$ cat src/rtl/core/sfir_pkg.sv
// ---------------------------------------------------------------------------
// sfir_pkg: shared types and constants
// Field widths, request codes and the sequencer state type.
// ---------------------------------------------------------------------------
package sfir_pkg;
	localparam int SW = 24;
	localparam int CW = 4;
	localparam int IDXW = 4;
	localparam int OCHW = 3;
	localparam int ACCW = 64;
	localparam int DIGW = 4;

	localparam logic REQ_SAMPLE = 1'b0;
	localparam logic REQ_COEF   = 1'b1;

	typedef enum logic [2:0] {
		ST_IDLE,
		ST_LOAD,
		ST_MAC,
		ST_ROUND,
		ST_OUT0,
		ST_OUT1,
		ST_CLEAR
	} state_t;

	typedef struct packed {
		logic start;
	} mac_ctl_t;
endpackage

$ cat src/rtl/core/sfir_mac.sv
// ---------------------------------------------------------------------------
// sfir_mac: digit-serial multiply-accumulate
// Multiplies a signed coefficient by a signed pair sum, four bits of the
// pair sum per cycle, and adds the product into a wide accumulator.
// ---------------------------------------------------------------------------
module sfir_mac (
	input  logic                    clk,
	input  logic                    arst_n,
	input  logic                    clr,
	input  sfir_pkg::mac_ctl_t      ctl,
	input  logic signed [23:0]      coef,
	input  logic signed [24:0]      pair,
	output logic signed [63:0]      acc
);
	import sfir_pkg::*;

	// The 25-bit pair is sign-extended to 28 bits: seven digits.
	localparam int ND = 7;
	logic [27:0]        mult_q;
	logic signed [63:0] acc_q;
	logic [2:0]         dig_q;
	logic               busy_q;
	logic signed [23:0] coef_q;
	logic signed [28:0] pp;

	// Top digit carries negative weight.
	always_comb begin
		if (dig_q == 3'(ND - 1))
			pp = 29'(coef_q * $signed({1'b0, mult_q[3:0]}) -
				(coef_q * $signed(6'sd16) * $signed({1'b0, mult_q[3]})));
		else
			pp = 29'(coef_q * $signed({1'b0, mult_q[3:0]}));
	end

	// Each digit product goes straight into the accumulator; the unit idles
	// between pairs so nothing is added twice.
	always_ff @(posedge clk or negedge arst_n) begin
		if (!arst_n) begin
			acc_q <= '0;
			dig_q <= '0;
			busy_q <= 1'b0;
			mult_q <= '0;
			coef_q <= '0;
		end else if (clr) begin
			acc_q <= '0;
			dig_q <= '0;
			busy_q <= 1'b0;
		end else if (ctl.start) begin
			dig_q <= 3'd0;
			busy_q <= 1'b1;
			mult_q <= 28'(pair);
			coef_q <= coef;
		end else if (busy_q) begin
			acc_q <= acc_q + (64'(pp) <<< (DIGW * int'(dig_q)));
			mult_q <= mult_q >> DIGW;
			if (dig_q == 3'(ND - 1)) begin
				dig_q <= 3'd0;
				busy_q <= 1'b0;
			end else
				dig_q <= dig_q + 3'd1;
		end
	end

	assign acc = acc_q;
endmodule

$ cat config.mk
export PLATFORM = sky130hd
export DESIGN_NAME = sfir_mac
export DESIGN_NICKNAME = d
export VERILOG_FILES = /design/src/rtl/core/sfir_pkg.sv /design/src/rtl/core/sfir_mac.sv
export SDC_FILE = /design/constraint.sdc
export NUM_CORES = 1
export LEC_CHECK = 0
export BUFFER_PORTS_ARGS = -buffer_cell sky130_fd_sc_hd__buf_2
export CORE_AREA = 3 3 167 169
export CTS_BUF_LIST = sky130_fd_sc_hd__clkbuf_8
export DETAILED_ROUTE_END_ITERATION = 12
export DIE_AREA = 0 0 170 172
export HOLD_SLACK_MARGIN = 0.02
export PLACE_DENSITY = 0.7
export SYNTH_ARGS = -nofsm -noshare
export SYNTH_HDL_FRONTEND = slang
export SYNTH_SLANG_ARGS = --single-unit
$ cat constraint.sdc
create_clock -name clk -period 24.1 [get_ports clk]
set_input_delay 3.615 -clock clk [delete_from_list [all_inputs] [get_ports clk]]
set_output_delay 3.615 -clock clk [all_outputs]
set_load 0.05 [all_outputs]
==> results.py <==
metrics = {
    "die": {
        "io_pins": 117,
        "die_x_um": 170,
        "dieArea_um2": 29200,
        "core_area_um2": 26700,
        "core.rowCount": 60,
        "start_util_pct": 54.3,
        "die_h_um": 172,
    },
    "finish": {
        "nets": 2166,
        "drive_gt1_share_pct": 11.4,
        "insertedDiodeCount": 0,
        "area_delta_synth_final_pct": 7.83,
        "fill_cells": 2543,
        "stdcell_count": 2272,
    },
    "clock_tree": {
        "cts_resized": 0,
        "cts_buffer_depth": 2,
        "tritoncts": "done",
        "clk_latency_ns": 0.48,
        "htreeDepth": 4,
        "cts-root-buf": "clkbuf_8",
        "postCtsSetupBuffers": 0,
        "numCtsBuffers": 17,
        "cts.sinks": 117,
        "clk_pin_slew_ns": 0.09,
        "cts_hold_buf": 0,
    },
    "global_route": {
        "gr-total-overflow": 0,
        "grt_pass1_vias": 12800,
        "grt.total_usage_pct": 28.8,
        "grt_max_degree": 64,
        "antenna_found_initial": 0,
        "grt_pass1_wl_um": 67600,
    },
    "sta": {
        "rsz0062_at_grt": "no",
        "slew_viol_final": 0,
        "fmax_mhz": 88.0,
        "min_period_ns": 11.36,
        "max_slew_margin_pct": 15.8,
        "setup_viol": 0,
        "post-route-period-util_pct": 47.1,
        "hold_viol_final": 0,
        "skew_ns": 0.0164,
        "setup_tns_ns": 0,
        "worst_slew_pin_slew_ns": 1.26,
    },
    "min_path": {
        "hold_class": "register to register",
        "hold_depth": 2,
    },
    "route": {
        "vias": 13700,
        "wl_um": 41900,
        "drc_errors": 0,
        "ant_nets": 0,
        "drt-initial-drc-count": 1112,
        "via_per_inst": 6.04,
        "dr.pass1.iters": 6,
        "wl_per_cell_um": 18.5,
    },
    "setup_path": {
        "endpoint_kind": "register",
        "cp_slowest_cell": "xnor2_2",
        "required_ns": 24.51,
        "crit_top_cell": "a21o_1",
        "r2r_setup_slack_ns": 12.74,
        "reg2reg_depth": 40,
        "critical_path_class": "register to register",
        "path_max_fanout": 25,
        "crit_arrival_ns": 11.77,
        "cp_slowest_stage_delay_ns": 0.99,
        "start_kind": "register",
    },
    "synth": {
        "seq_area_frac_synth_pct": 20.2,
        "yosysUniqueCellTypes": 79,
        "yosysTopAreaCell": "dfrtp_1",
        "synth_edf_count": 0,
        "ys_async_sr_fraction_pct": 100,
        "synth_ff_type": "dfrtp_1",
        "syn-num-nets": 2119,
        "synth_seq_cells": 117,
        "syn_avg_cell_area_um2": 7.75,
        "synthTopCellsByArea": "dfrtp_1, ha_1, fa_1",
        "synthTopCellsByCount": "nand2_1, a21oi_1, o21ai_0",
        "synth_warnings": 0,
        "synth_top_area_share_pct": 20.2,
        "synthCells": 1871,
        "yosysMostFrequentCell": "nand2_1",
        "syn_area_um2": 14500,
    },
    "flow_run": {
        "max-cap-violations": 0,
    },
    "pwr": {
        "pwr_density_cell_nw_per_um2": 153,
        "pwr-share-clk_pct": 8.3,
        "p_sw_share_pct": 56.8,
        "ir_drop_mv": 0.0646,
        "share_seq_of_total_power_pct": 11.7,
        "power.switching_w": 0.00136,
        "p_leak_nw": 7.84,
        "internal_power_w": 0.00104,
        "p_comb_share_pct": 80.0,
    },
    "status": {
        "status": "finished clean",
    },
    "placement": {
        "portBuffers": 116,
        "dp_cells": 2240,
        "gp_congestion": 0.985,
        "dp.final_hpwl_um": 32700,
    },
}
[per-stage QoR]
step	hold slack, ns	worst slack (ns)	utilization (%)	cell area (um^2)	total power, W
6_report	0.483	12.74	58.5	15600	0.00240
5_1_grt	0.511	12.09	58.5	15600	0.00261
4_1_cts	0.488	12.95	58.5	15600	0.00238
3_5_place_dp	0.470	13.02	57.0	15200	0.00216
3_3_place_gp	0.461	13.09	57.0	15200	0.00216
2_1_floorplan	0.449	15.29	-	14500	0.00172
[sequential cells by signal, indices dropped and copies added, names as in the netlist]
name	count
mult_q	25
coef_q	24
busy_q	1
acc	64
dig_q	3
[logic make-up (layout without fill, tap and decap cells)]
group	Yosys count	count (layout)	share of synthesized area, %
adder cells (fa/ha/maj)	195	195	19.5
buffers and inverters	256	316	6.69
multiplexers	68	68	5.05
AO/OA/AOI/OAI	559	559	24.1
flip-flops	117	117	20.2
AND/OR/NAND/NOR	577	577	18.5
XOR/XNOR	99	99	6.03
[critical path: cells and delay by family, from the launching register on]
| family | cells | cell delay, ns |
|---|---|---|
| muxes | 1 | 0.17 |
| and+or+nand+nor | 9 | 1.98 |
| adders and majority gates | 6 | 2.41 |
| DFF | 1 | 0.94 |
| buffers and inverters | 3 | 0.22 |
| AOI/OAI and AO/OA | 18 | 4.15 |
| xor gates and xnor gates | 3 | 1.39 |
[placed cells by master (no fill, tap or decap), types with 8 or more instances in the layout]
| cell type | count |
|---|---|
| nand2b_1 | 16 |
| o21ai_0 | 159 |
| fa_1 | 51 |
| dfrtp_1 | 116 |
| mux2i_1 | 36 |
| inv_1 | 155 |
| nand4_1 | 22 |
| a21oi_1 | 161 |
| buf_2 | 115 |
| a311oi_1 | 8 |
| o22ai_1 | 11 |
| clkbuf_8 | 17 |
| xor2_1 | 32 |
| mux2_2 | 31 |
| nor2b_1 | 18 |
| nand2_1 | 253 |
| a22oi_1 | 8 |
| buf_4 | 13 |
| a31oi_1 | 15 |
| o21bai_1 | 20 |
| xnor2_1 | 66 |
| a21o_1 | 55 |
| and2_1 | 58 |
| o21a_1 | 12 |
| a211oi_1 | 22 |
| and3_1 | 18 |
| ha_1 | 144 |
| o211ai_1 | 8 |
| o31ai_1 | 8 |
| nor2_1 | 98 |
| nand3_1 | 42 |
| nor3_1 | 23 |
[power by group through the flow]
| stage | Sequential [W] | Clock (W) | Combinational, W |
|---|---|---|---|
| after floorplan | 0.000348 | 0 | 0.00137 |
| after CTS | 0.000281 | 0.000202 | 0.00189 |
| final | 0.000281 | 0.000199 | 0.00192 |
| after global placement | 0.000284 | 0 | 0.00188 |
| after detailed placement | 0.000284 | 0 | 0.00188 |
| after global routing | 0.000286 | 0.000210 | 0.00212 |
[worst paths after layout]
kind	from	endpoint
hold reg to reg	mult_q[23]	mult_q[23]
max in group asynchronous	arst_n	acc[14]
hold / removal	mult_q[23]	mult_q[23]
setup reg to reg	mult_q[3]	acc[63]
min in group asynchronous	arst_n	coef_q[8]
setup / recovery	mult_q[3]	acc[63]
[per-layer routing]
metal | track usage (%) | vias up | part of all wire, %
li1 | - | 6654 | -
met1 | 40.7 | 6547 | 47
met2 | 45.2 | 444 | 44
met3 | 5.78 | 69 | 6.8
met4 | 7.87 | 0 | 2.4
met5 | 0 | - | 0
[area by class of cell]
type / instances / area, um^2 / area share [%]
clock buffers: 17 / 234 / 1.50
inverters: 156 / 586 / 3.74
repair buffers: 128 / 673 / 4.30
clock inverters: 15 / 173 / 1.10
flip-flops and latches: 117 / 2930 / 18.7
multi-input cells: 1498 / 10600 / 67.9
well taps: 341 / 427 / 2.73
Note: power is estimated with default switching activity, not from simulation.
